[config.mk]
export PLATFORM = sky130hd
export DESIGN_NAME = midpoint_line_rasterizer
export DESIGN_NICKNAME = d
export VERILOG_FILES = /design/src/rtl/mlr_pkg.sv /design/src/rtl/mlr_dp.sv /design/src/rtl/mlr_ctrl.sv /design/src/rtl/midpoint_line_rasterizer.sv
export VERILOG_INCLUDE_DIRS = /design/src /design/src/rtl
export SDC_FILE = /design/constraint.sdc
export NUM_CORES = 1
export LEC_CHECK = 0
export BUFFER_PORTS_ARGS = -buffer_cell sky130_fd_sc_hd__buf_2
export CAP_MARGIN = 40
export CORE_ASPECT_RATIO = 1.5
export CORE_MARGIN = 8
export CORE_UTILIZATION = 28
export DETAILED_ROUTE_END_ITERATION = 8
export PLACE_DENSITY = 0.43
export SLEW_MARGIN = 20
export SYNTH_ARGS = -nofsm -noshare
export SYNTH_HDL_FRONTEND = slang
export SYNTH_SLANG_ARGS = --single-unit
export TNS_END_PERCENT = 10
[constraint.sdc]
create_clock -name clock -period 13.3 [get_ports clock]
set_clock_uncertainty 0.15 [all_clocks]
set_input_delay 0 -clock clock [delete_from_list [all_inputs] [get_ports clock]]
set_output_delay 0 -clock clock [all_outputs]
set_load 0.01 [all_outputs]
[src/rtl/assert_macros.svh]
// Assertion macros for the files that check their own behaviour.
`ifndef ASSERT_MACROS_SVH
`define ASSERT_MACROS_SVH
`ifndef ASSERT_OFF
// The consequent must hold in the same cycle as the antecedent.
`define ASSERT_SAME(label, clk, rst, ante, cons, msg) \
   label: assert property (@(posedge clk) disable iff (rst) (ante) |-> (cons)) \
      else $error(msg);
// The consequent must hold in the cycle after the antecedent.
`define ASSERT_NEXT(label, clk, rst, ante, cons, msg) \
   label: assert property (@(posedge clk) disable iff (rst) (ante) |=> (cons)) \
      else $error(msg);
`else
`define ASSERT_SAME(label, clk, rst, ante, cons, msg)
`define ASSERT_NEXT(label, clk, rst, ante, cons, msg)
`endif
`endif

[src/rtl/mlr_pkg.sv]
// Shared types and constants of the line rasteriser.
`timescale 1ns / 1ps
package mlr_pkg;

   localparam int MAX_PIXELS = 64;
   localparam int CNT_BITS   = $clog2(MAX_PIXELS);

   // Slope cases, named after the axis that is stepped and the sign of dy.
   typedef enum logic [1:0] {
      SLOPE_SHALLOW_UP = 2'd0,
      SLOPE_SHALLOW_DN = 2'd1,
      SLOPE_STEEP_DN   = 2'd2,
      SLOPE_STEEP_UP   = 2'd3
   } slope_type;

   typedef struct packed {
      logic load;
      logic setup;
      logic step;
   } dp_cmd_type;

   typedef struct packed {
      logic last;
   } dp_sts_type;

endpackage

[src/rtl/mlr_dp.sv]
// Datapath of the line rasteriser: endpoint ordering, setup and pixel stepping.
`timescale 1ns / 1ps
module mlr_dp #(
   parameter int COORD_BITS = 6
) (
   input  logic                   clock,
   input  mlr_pkg::dp_cmd_type    cmd,
   input  logic [COORD_BITS-1:0]  start_x,
   input  logic [COORD_BITS-1:0]  start_y,
   input  logic [COORD_BITS-1:0]  end_x,
   input  logic [COORD_BITS-1:0]  end_y,
   output logic [COORD_BITS-1:0]  pixel_x,
   output logic [COORD_BITS-1:0]  pixel_y,
   output mlr_pkg::dp_sts_type    sts
);
   import mlr_pkg::*;

   // The error term stays within a few times the coordinate range.
   localparam int EW = COORD_BITS + 4;

   logic [COORD_BITS-1:0] ax_ff, ay_ff, bx_ff, by_ff;
   logic [COORD_BITS-1:0] ax_in, ay_in, bx_in, by_in;
   logic [COORD_BITS-1:0] x_ff, y_ff, x_in, y_in;
   logic signed [EW-1:0]  err_ff, err_in;
   logic signed [EW-1:0]  inc_min_ff, inc_min_in, inc_maj_ff, inc_maj_in;
   slope_type             slope_ff, slope_in;
   logic [CNT_BITS-1:0]   cnt_ff, cnt_in;

   logic signed [EW-1:0]  dx_s, dy_s, major_s, err_init;
   logic                  minor;
   slope_type             slope_new;

   assign dx_s = EW'(bx_ff) - EW'(ax_ff);
   assign dy_s = EW'(by_ff) - EW'(ay_ff);

   always_comb begin
      if (dy_s > 0 && dy_s <= dx_s) begin
         slope_new = SLOPE_SHALLOW_UP;
      end else if (dy_s <= 0 && dy_s >= -dx_s) begin
         slope_new = SLOPE_SHALLOW_DN;
      end else if (dy_s < -dx_s) begin
         slope_new = SLOPE_STEEP_DN;
      end else begin
         slope_new = SLOPE_STEEP_UP;
      end
   end

   always_comb begin
      case (slope_new)
         SLOPE_SHALLOW_UP: begin
            err_init   = dx_s - dy_s - dy_s;
            inc_min_in = dx_s + dx_s - dy_s - dy_s;
            inc_maj_in = -(dy_s + dy_s);
            major_s    = dx_s;
         end
         SLOPE_SHALLOW_DN: begin
            err_init   = -dx_s - dy_s - dy_s;
            inc_min_in = -(dx_s + dx_s) - dy_s - dy_s;
            inc_maj_in = -(dy_s + dy_s);
            major_s    = dx_s;
         end
         SLOPE_STEEP_DN: begin
            err_init   = -dy_s - dx_s - dx_s;
            inc_min_in = -(dx_s + dx_s) - dy_s - dy_s;
            inc_maj_in = -(dx_s + dx_s);
            major_s    = -dy_s;
         end
         default: begin
            err_init   = dy_s - dx_s - dx_s;
            inc_min_in = dy_s + dy_s - dx_s - dx_s;
            inc_maj_in = -(dx_s + dx_s);
            major_s    = dy_s;
         end
      endcase
   end

   // The falling shallow case steps its minor axis on a positive error.
   assign minor = (slope_ff == SLOPE_SHALLOW_DN) ? (err_ff > 0) : (err_ff < 0);

   always_comb begin
      ax_in    = ax_ff;
      ay_in    = ay_ff;
      bx_in    = bx_ff;
      by_in    = by_ff;
      x_in     = x_ff;
      y_in     = y_ff;
      err_in   = err_ff;
      slope_in = slope_ff;
      cnt_in   = cnt_ff;
      if (cmd.load) begin
         if (start_x > end_x) begin
            ax_in = end_x;
            ay_in = end_y;
            bx_in = start_x;
            by_in = start_y;
         end else begin
            ax_in = start_x;
            ay_in = start_y;
            bx_in = end_x;
            by_in = end_y;
         end
      end
      if (cmd.setup) begin
         x_in     = ax_ff;
         y_in     = ay_ff;
         err_in   = err_init;
         slope_in = slope_new;
         if (major_s > EW'(MAX_PIXELS - 1)) begin
            cnt_in = CNT_BITS'(MAX_PIXELS - 1);
         end else begin
            cnt_in = major_s[CNT_BITS-1:0];
         end
      end else if (cmd.step) begin
         cnt_in = cnt_ff - 1'b1;
         err_in = err_ff + (minor ? inc_min_ff : inc_maj_ff);
         case (slope_ff)
            SLOPE_SHALLOW_UP: begin
               x_in = x_ff + 1'b1;
               if (minor) y_in = y_ff + 1'b1;
            end
            SLOPE_SHALLOW_DN: begin
               x_in = x_ff + 1'b1;
               if (minor) y_in = y_ff - 1'b1;
            end
            SLOPE_STEEP_DN: begin
               y_in = y_ff - 1'b1;
               if (minor) x_in = x_ff + 1'b1;
            end
            default: begin
               y_in = y_ff + 1'b1;
               if (minor) x_in = x_ff + 1'b1;
            end
         endcase
      end
   end

   always_ff @(posedge clock) begin
      ax_ff    <= ax_in;
      ay_ff    <= ay_in;
      bx_ff    <= bx_in;
      by_ff    <= by_in;
      x_ff     <= x_in;
      y_ff     <= y_in;
      err_ff   <= err_in;
      slope_ff <= slope_in;
      cnt_ff   <= cnt_in;
      if (cmd.setup) begin
         inc_min_ff <= inc_min_in;
         inc_maj_ff <= inc_maj_in;
      end
   end

   assign pixel_x  = x_ff;
   assign pixel_y  = y_ff;
   assign sts.last = (cnt_ff == '0);

endmodule

[src/rtl/mlr_ctrl.sv]
// Controller of the line rasteriser: accept, setup and pixel emission states.
`timescale 1ns / 1ps
module mlr_ctrl (
   input  logic                 clock,
   input  logic                 reset,
   input  logic                 req_tvalid,
   output logic                 req_tready,
   output logic                 rsp_tvalid,
   input  logic                 rsp_tready,
   input  mlr_pkg::dp_sts_type  sts,
   output mlr_pkg::dp_cmd_type  cmd
);
   import mlr_pkg::*;

   typedef enum logic [2:0] {
      ST_IDLE  = 3'b001,
      ST_SETUP = 3'b010,
      ST_RUN   = 3'b100
   } state_type;

   state_type state_ff, state_in;

   always_comb begin
      req_tready = 1'b0;
      rsp_tvalid = 1'b0;
      cmd        = '0;
      state_in   = state_ff;
      case (state_ff)
         ST_IDLE: begin
            req_tready = 1'b1;
            if (req_tvalid) state_in = ST_SETUP;
         end
         ST_SETUP: begin
            cmd.setup = 1'b1;
            state_in  = ST_RUN;
         end
         ST_RUN: begin
            rsp_tvalid = 1'b1;
            cmd.step   = rsp_tready;
            // The next line may be taken in on the beat of the final pixel.
            if (rsp_tready && sts.last) begin
               req_tready = 1'b1;
               state_in   = req_tvalid ? ST_SETUP : ST_IDLE;
            end
         end
         default: begin
            state_in = ST_IDLE;
         end
      endcase
      cmd.load = req_tvalid && req_tready;
   end

   always_ff @(posedge clock) begin
      if (reset) begin
         state_ff <= ST_IDLE;
      end else begin
         state_ff <= state_in;
      end
   end

endmodule

[src/rtl/midpoint_line_rasterizer.sv]
// Top level of the midpoint line rasteriser.
// An accepted line passes through the setup state before its first pixel is shown.
// Each line takes a setup step, then one pixel per cycle while rsp_tready is high
// (at most 64 pixels), stepped by the single error-term register in the datapath.
// A new line is taken in on the beat of the previous line's final pixel.
// Reset (synchronous, active high) returns the controller to idle; no result is pending.
`timescale 1ns / 1ps
`include "assert_macros.svh"
module midpoint_line_rasterizer #(
   parameter int COORD_BITS = 6
) (
   input  logic clock,
   input  logic reset,
   input  logic req_tvalid,
   output logic req_tready,
   // start_x, start_y, end_x, end_y from the lowest bit up
   input  logic [((4 * COORD_BITS + 7) / 8) * 8 - 1:0] req_tdata,
   output logic rsp_tvalid,
   input  logic rsp_tready,
   // pixel_x, pixel_y from the lowest bit up
   output logic [((2 * COORD_BITS + 7) / 8) * 8 - 1:0] rsp_tdata,
   output logic rsp_tlast
);
   import mlr_pkg::*;

   localparam int OW = ((2 * COORD_BITS + 7) / 8) * 8;

   dp_cmd_type            cmd;
   dp_sts_type            sts;
   logic [COORD_BITS-1:0] pixel_x, pixel_y;

   mlr_ctrl u_ctrl (
      .clock      (clock),
      .reset      (reset),
      .req_tvalid (req_tvalid),
      .req_tready (req_tready),
      .rsp_tvalid (rsp_tvalid),
      .rsp_tready (rsp_tready),
      .sts        (sts),
      .cmd        (cmd)
   );

   mlr_dp #(
      .COORD_BITS (COORD_BITS)
   ) u_dp (
      .clock   (clock),
      .cmd     (cmd),
      .start_x (req_tdata[COORD_BITS-1:0]),
      .start_y (req_tdata[2*COORD_BITS-1:COORD_BITS]),
      .end_x   (req_tdata[3*COORD_BITS-1:2*COORD_BITS]),
      .end_y   (req_tdata[4*COORD_BITS-1:3*COORD_BITS]),
      .pixel_x (pixel_x),
      .pixel_y (pixel_y),
      .sts     (sts)
   );

   assign rsp_tdata = OW'({pixel_y, pixel_x});
   assign rsp_tlast = sts.last;

   // A line is only taken in while a pixel is pending if that pixel is the final one and leaves.
   `ASSERT_SAME(a_accept_on_last, clock, reset, req_tready && rsp_tvalid,
      rsp_tlast && rsp_tready, "line accepted while pixels of the previous line remain")
   // The cycle after a line is accepted is spent on setup, so no pixel is shown.
   `ASSERT_NEXT(a_setup_gap, clock, reset, req_tvalid && req_tready, !rsp_tvalid,
      "pixel shown during setup")
   // A pixel that is not the final one is always followed by another.
   `ASSERT_NEXT(a_run_continues, clock, reset, rsp_tvalid && rsp_tready && !rsp_tlast,
      rsp_tvalid, "line ended before its final pixel")

endmodule

**Word level (Yosys, flattened, before mapping)**

Cells that the tools add are included.

- $add $sub $neg: 27
- Multiply operators: 0
- Divide/modulo/power cells: 0
- $lt $le $gt $ge: 9
- Equality and inequality tests: 11
- Shift-type cells: 0
- Muxes and demuxes: 36
- Bitwise operators: 0
- Reductions and logical operators: 15

Operators with widths:

| cell | count |
|---|---|
| 2-to-1 mux 6 bit | 15 |
| subtractor 10 x 7 -> 10 bit | 8 |
| 2-to-1 mux 10 bit | 4 |
| one-hot mux 10 bit (2 select lines) | 2 |
| one-hot mux 10 bit (3 select lines) | 1 |
| subtractor 8 x 7 -> 9 bit | 3 |
| negator 7 -> 10 bit | 2 |
| one-hot mux 6 bit (3 select lines) | 1 |
| adder 7 x 7 -> 8 bit | 2 |
| subtractor 7 x 7 -> 8 bit | 2 |
| subtractor 6 x 6 -> 7 bit | 2 |
| adder 6 x 1 -> 6 bit, second input constant | 2 |
| subtractor 6 x 1 -> 6 bit, second input constant | 2 |
| adder 10 bit | 1 |
| greater-or-equal comparator 7 x 10 -> 1 bit | 1 |
| > comparator 10 x 1 -> 1 bit, second input constant | 1 |
| > comparator 10 x 7 -> 1 bit, second input constant | 1 |
| < comparator 10 x 1 -> 1 bit, second input constant | 1 |
| < comparator 7 x 10 -> 1 bit | 1 |
| negator 10 bit | 1 |
| negator 8 -> 10 bit | 1 |
| subtractor 9 x 7 -> 10 bit | 1 |
| one-hot mux 3 bit (3 select lines) | 1 |
| > comparator 7 x 1 -> 1 bit, second input constant | 1 |
| other kinds (23) | 41 |

- Register bits: 77
- Bits in latches: 0
- RAM bits: 0
- Bits in read-only memories: 0
- Bits of input ports: 28
- Output and inout bits: 19
- Word-level logic and storage cells: 110
- Memories: 0

**Logic depth before layout (Yosys ltp)**

- Depth in word-level cells: 12
- Mapped depth: 25
- Gate-level depth less buffers: 24

**By module**

From an unflattened synthesis, not the netlist that was laid out.

- Cell total of the unflattened synthesis: 814
- Area total of the unflattened synthesis: 7643.6 um^2

By module, submodules not included:

| module | instances | cells each | area each (um^2) | seq. area each (um^2) |
|---|---|---|---|---|
| mlr_dp | 1 | 790 | 7438.4 | 2162.1 |
| mlr_ctrl | 1 | 19 | 171.4 | 60.1 |
| midpoint_line_rasterizer | 1 | 5 | 33.8 | 0.0 |

**Least setup slack after synthesis**

No wires, ideal clock.

- Path type: register to register
- Start point: register u_dp.bx_ff[0]
- End point: register u_dp.err_ff[3], data pin
- Library setup time: 0.301 ns
- Arrival time: 4.755 ns
- Data required time: 12.849 ns
- Setup slack: 8.094 ns
- Stages on the path, launching flop included: 25
- Path buffers: 3
- Period minus slack after synthesis: 5.206 ns
- Path through: edfxtp_1 -> inv_1 -> ha_1 -> inv_1 -> fa_1 -> xnor2_2 -> nand2_1 -> mux2i_1 -> nand3_1 -> o21ai_0 -> inv_1 -> ha_1 -> nand3_1 -> or4_1 -> nand2_1 -> nor2_1 -> a21o_1 -> inv_1 -> ha_1 -> clkbuf_1 -> buf_1 -> clkbuf_1 -> o21ai_0 -> o211ai_1 -> o21ai_0

- Longest elaborated chain between the ends: 9
- Elaborated cells on any way between the ends: 23
- Those cells by class: 10 x add/sub; 3 x order compare; 2 x eq/ne; 5 x mux; 3 x reduce/logical

RTL lines:

| element | RTL line | RTL |
|---|---|---|
| from (decl) | mlr_dp.sv:21 | `logic [COORD_BITS-1:0] ax_ff, ay_ff, bx_ff, by_ff;` |
| from (signal assigned) | mlr_dp.sv:140 | `bx_ff <= bx_in;` |
| subtractor 6 x 6 -> 7 bit * | mlr_dp.sv:33 | `assign dx_s = EW'(bx_ff) - EW'(ax_ff);` |
| negator 7 -> 10 bit | mlr_dp.sv:39, mlr_dp.sv:41 |  |
| < comparator 7 x 10 -> 1 bit or greater-or-equal comparator 7 x 10 -> 1 bit (tied branches) | mlr_dp.sv:41, mlr_dp.sv:39 |  |
| 2-to-1 mux 1 bit or logical AND 1 bit (tied branches) | mlr_dp.sv:41, mlr_dp.sv:39 |  |
| 2-to-1 mux 2 bit | mlr_dp.sv:39 | `end else if (dy_s <= 0 && dy_s >= -dx_s) begin` |
| 2-to-1 mux 2 bit * | mlr_dp.sv:37 | `if (dy_s > 0 && dy_s <= dx_s) begin` |
| net u_dp.slope_new[0] | mlr_dp.sv:31 | `slope_type slope_new;` |
| equality test 2 bit (tied with other cells) | mlr_dp.sv:49 | `case (slope_new)` |
| one-hot mux 10 bit (3 select lines) * | mlr_dp.sv:49 |  |
| 2-to-1 mux 10 bit * | mlr_dp.sv:103 | `if (cmd.setup) begin` |
| net u_dp.err_in[3] | mlr_dp.sv:24 | `logic signed [EW-1:0] err_ff, err_in;` |
| to (signal assigned) | mlr_dp.sv:144 | `err_ff <= err_in;` |
| to (decl) | mlr_dp.sv:24 |  |

Mark *: on every way through the listed nets, which the timed path passes. The rest lies on a longest branch.
A chain may end at the register's enable or synchronous reset.

**Worst setup path after layout**

- Start point: register u_dp.bx_ff[0]
- End point: register u_dp.cnt_ff[5], data pin

- Longest elaborated chain between the ends: 12
- Elaborated cells on any way between the ends: 18
- Those cells by class: 2 x add/sub; 4 x order compare; 2 x eq/ne; 6 x mux; 4 x reduce/logical

RTL lines:

| element | RTL line | RTL |
|---|---|---|
| subtractor 6 x 6 -> 7 bit * | mlr_dp.sv:33 |  |
| negator 7 -> 10 bit | mlr_dp.sv:39 |  |
| greater-or-equal comparator 7 x 10 -> 1 bit | mlr_dp.sv:39 |  |
| logical AND 1 bit | mlr_dp.sv:39 |  |
| 2-to-1 mux 2 bit | mlr_dp.sv:39 |  |
| 2-to-1 mux 2 bit * | mlr_dp.sv:37 |  |
| net u_dp.slope_new[1] | mlr_dp.sv:31 |  |
| equality test 2 x 1 -> 1 bit or logical NOT 2 bit (tied branches) | mlr_dp.sv:49 |  |
| OR reduction 2 bit (no source line) | - |  |
| one-hot mux 10 bit (2 select lines) * | mlr_dp.sv:49 |  |
| > comparator 10 x 7 -> 1 bit | mlr_dp.sv:108 | `if (major_s > EW'(MAX_PIXELS - 1)) begin` |
| 2-to-1 mux 6 bit * | mlr_dp.sv:108 |  |
| 2-to-1 mux 6 bit * | mlr_dp.sv:103 |  |
| net u_dp.cnt_in[5] | mlr_dp.sv:27 | `logic [CNT_BITS-1:0] cnt_ff, cnt_in;` |
| to (signal assigned) | mlr_dp.sv:146 | `cnt_ff <= cnt_in;` |
| to (decl) | mlr_dp.sv:27 |  |

Marked as above.

==> out/qor.txt <==
Reg-to-reg startpoint: u_dp.bx_ff[0]
Core area: 27,130 sq um
Crit Path Category: reg2reg
Die height: 219.0 um
Relative slew margins: 0.4255
Static Leak: 3.747 nW
Final min period: 6127 ps
Hold_buf cts: 39
CP startpoint: u_dp.bx_ff[0]
CTS buffer count: 9
Post-cts resize count: 0
Via count: 6,494
Synth Flop Type: edfxtp_1
Final Hold Viols: 0
CTS tree: yes
Worst-Skew Late Latency: 360 ps
Clk buf depth: 2
Initial Utilization: 0.2835
Vias in the first global route: 6,695
Detailed Place HPWL: 21,180 um
Max Cap Viol: 0
GR Overflow Total: 0
CP arrival: 6190 ps
DRT antenna net count: 0
Post-synthesis sequential area ratio: 0.2890
Status: finished, final reports clean
Cell count after synthesis: 834
#FFs+latches synth: 75
Top flop regs: u_dp.err_ff x10, u_dp.inc_maj_ff x9, u_dp.inc_min_ff x9
Syn_area_per_cell: 9.220 sq um
Number of setup violations in the final report: 0
Routed wire per std cell: 20.41 um
GRT Util Overall: 0.1568
Fmax: 163.2 MHz
Global placer's final weighted congestion: 0.9563
Synth-to-layout area growth: 16.95%
H-tree depth: 3
Crit-path cells: inv_1 -> ha_1 -> inv_1 -> fa_1 -> a211oi_1 -> nor2_1 -> xnor2_2 -> nand3_1 -> o21ai_0 -> inv_1 -> ha_1 -> nand3_1 -> or4_1 -> o2111ai_2 -> and2_4 -> inv_1 -> ha_1 -> inv_1 -> nand3_1 -> a311o_2 -> o211ai_2 -> a2bb2oi_2
Fraction of layout cells with a size suffix above 1: 0.1485
Drt total wl: 25,680 um
PD cells: 207.5 nW/um^2
Critical path launch point type: flop
HP Start: rsp_tready
Post-Syn Area: 7690 sq um
Yosys warnings: 0
Ys async rst share: 0
Inserted Diodes: 0
Routed vias/inst: 5.162
Row cnt: 74
Fin. max-slew vios: 0
First-pass GRT wire length: 38,440 um
Total Nets Final: 1,044
Crit. End Element: flop
Crit-path most repeated cell: inv_1
First-pass detailed-route iteration total: 5
Inst Count DP: 1,203
Die Wd: 151.3 um
CP max stage cell: or4_1
Die ar.: 33,130 sq um
CP max stage delay: 590 ps
Initial antenna violation count: 1
Number of enable flip-flop cells after synthesis: 72
Clock slew at reported path FFs: 70 ps
IO buf count: 42
Top reg by flops: u_dp.err_ff
# fillers: 2,793
Cell variety after synth: 79
DRC viols: 0
RSZ-0062 raised after global routing: false
Largest net degree at the start of global routing: 48
Setup TNS Final: 0 ps
CTS sink count: 75
Final cell count without fillers: 1,258
Post-CTS Setup Repair Bufs: 0
Min-delay worst type: in2reg
Final period util: 0.4607
Peak VDD IR: 0.00007102 V
1st-iter DRT viols: 320
Slew @ Worst Pin: 861.1 ps
CP delay by family, top: compound AO/OA/AOI/OAI gates
Final core occ: 0.3315
Boundary pin count: 47
Max FFs per register: 10
Crit path max fanout: 23
Worst EP required: 13,360 ps
Critical path buffers and inverters: 5
Root buffer selected by CTS: clkbuf_16
-- stage by stage --
stage	setup slack [ps]	cell area, sq um	hold WS, ps	power (mW)
2_1_floorplan	8094	7701	-77.62	1.195
3_3_place_gp	7177	8273	48.07	1.593
3_5_place_dp	7176	8284	52.30	1.574
4_1_cts	7179	8994	112.7	1.859
5_1_grt	6687	8994	180.7	1.986
6_report	7173	8994	105.8	1.866
-- power breakdown --
part / leakage [nW] / internal (mW) / total (mW) / switching, mW
Combinational: 2.91 / 0.480 / 1.30 / 0.815
Sequential: 0.686 / 0.299 / 0.305 / 0.00558
Clock: 0.153 / 0.165 / 0.266 / 0.101
-- per-layer routing --
metal,GRT usage,wire [um]
met1,0.1505,9177
met2,0.2923,13730
met3,0.02124,768
met4,0.1225,1997
met5,0,0
-- final timing paths --
| kind | end | slack [ps] | depth (start not counted) |
|---|---|---|---|
| setup / recovery | u_dp.cnt_ff[5] | 7170 | 22 |
| hold / removal | u_ctrl.state_ff[1] | 110 | 5 |
| setup reg to reg | u_dp.cnt_ff[5] | 7170 | 22 |
| hold reg to reg | u_ctrl.state_ff[0] | 410 | 2 |
-- placed cells by master (no fill, tap or decap), drive strengths merged, types with 5 or more instances in the layout --
master	count
clkbuf	10
nor3	20
nor2	59
and3	7
a31oi	7
nand2b	20
nand2	49
or2	8
dlygate4sd3	39
mux2	35
o21bai	6
ha	100
a211oi	8
nor2b	14
a21oi	59
a221oi	8
buf	50
inv	76
o21a	11
edfxtp	72
xnor2	42
nand3	17
o41ai	5
o31ai	7
xor2	23
o22ai	7
a21o	21
fa	5
o21ai	46
o211ai	8
-- cells in the mapped netlist (all sizes together) (8+ instances only) --
master	count	area [sq um]
a211oi	8	65.06
a21o	21	160.2
a21oi	59	295.3
a221oi	8	76.32
buf	11	71.32
clkbuf	15	56.30
edfxtp	72	2162
ha	100	1251
inv	76	285.3
mux2	35	394.1
nand2	49	183.9
nand2b	20	125.1
nand3	17	85.08
nor2	59	231.5
nor2b	14	87.58
nor3	20	100.1
o211ai	8	65.06
o21a	11	82.58
o21ai	46	230.2
or2	8	50.05
xnor2	42	390.4
xor2	23	209.0
-- kinds of logic (layout without fill, tap and decap cells) --
logic type,after synthesis,after routing,share of synthesized area
DFF,75,75,0.2890
adders and majority gates,105,105,0.1757
AOI/OAI and AO/OA,231,231,0.2066
xor gates and xnor gates,65,65,0.07794
buffers and inverters,103,182,0.05418
muxes,39,39,0.05646
and+or+nand+nor,215,215,0.1396
other,1,4,0.0004877
-- layout make-up --
type / instances / area (sq um) / share of cell area
clock buffers: 10 / 229.0 / 0.02546
well taps: 342 / 427.9 / 0.04758
inverters: 77 / 289.0 / 0.03214
multi-input cells: 659 / 5071 / 0.5639
repair buffers: 89 / 664.4 / 0.07387
flip-flops and latches: 75 / 2222 / 0.2471
clock inverters: 6 / 90.09 / 0.01002
-- worst register-to-register path, cell delays in order, from the launching register on --
cell       delay [ps]
edfxtp_1          360
inv_1              60
ha_1              150
inv_1              50
fa_1              420
a211oi_1          350
nor2_1            140
xnor2_2           380
nand3_1           190
o21ai_0           380
inv_1              90
ha_1              380
nand3_1           110
or4_1             590
o2111ai_2         140
and2_4            360
inv_1             140
ha_1              210
inv_1             410
nand3_1           200
a311o_2           450
o211ai_2          130
a2bb2oi_2         150
(Power assumes the default switching activity.)
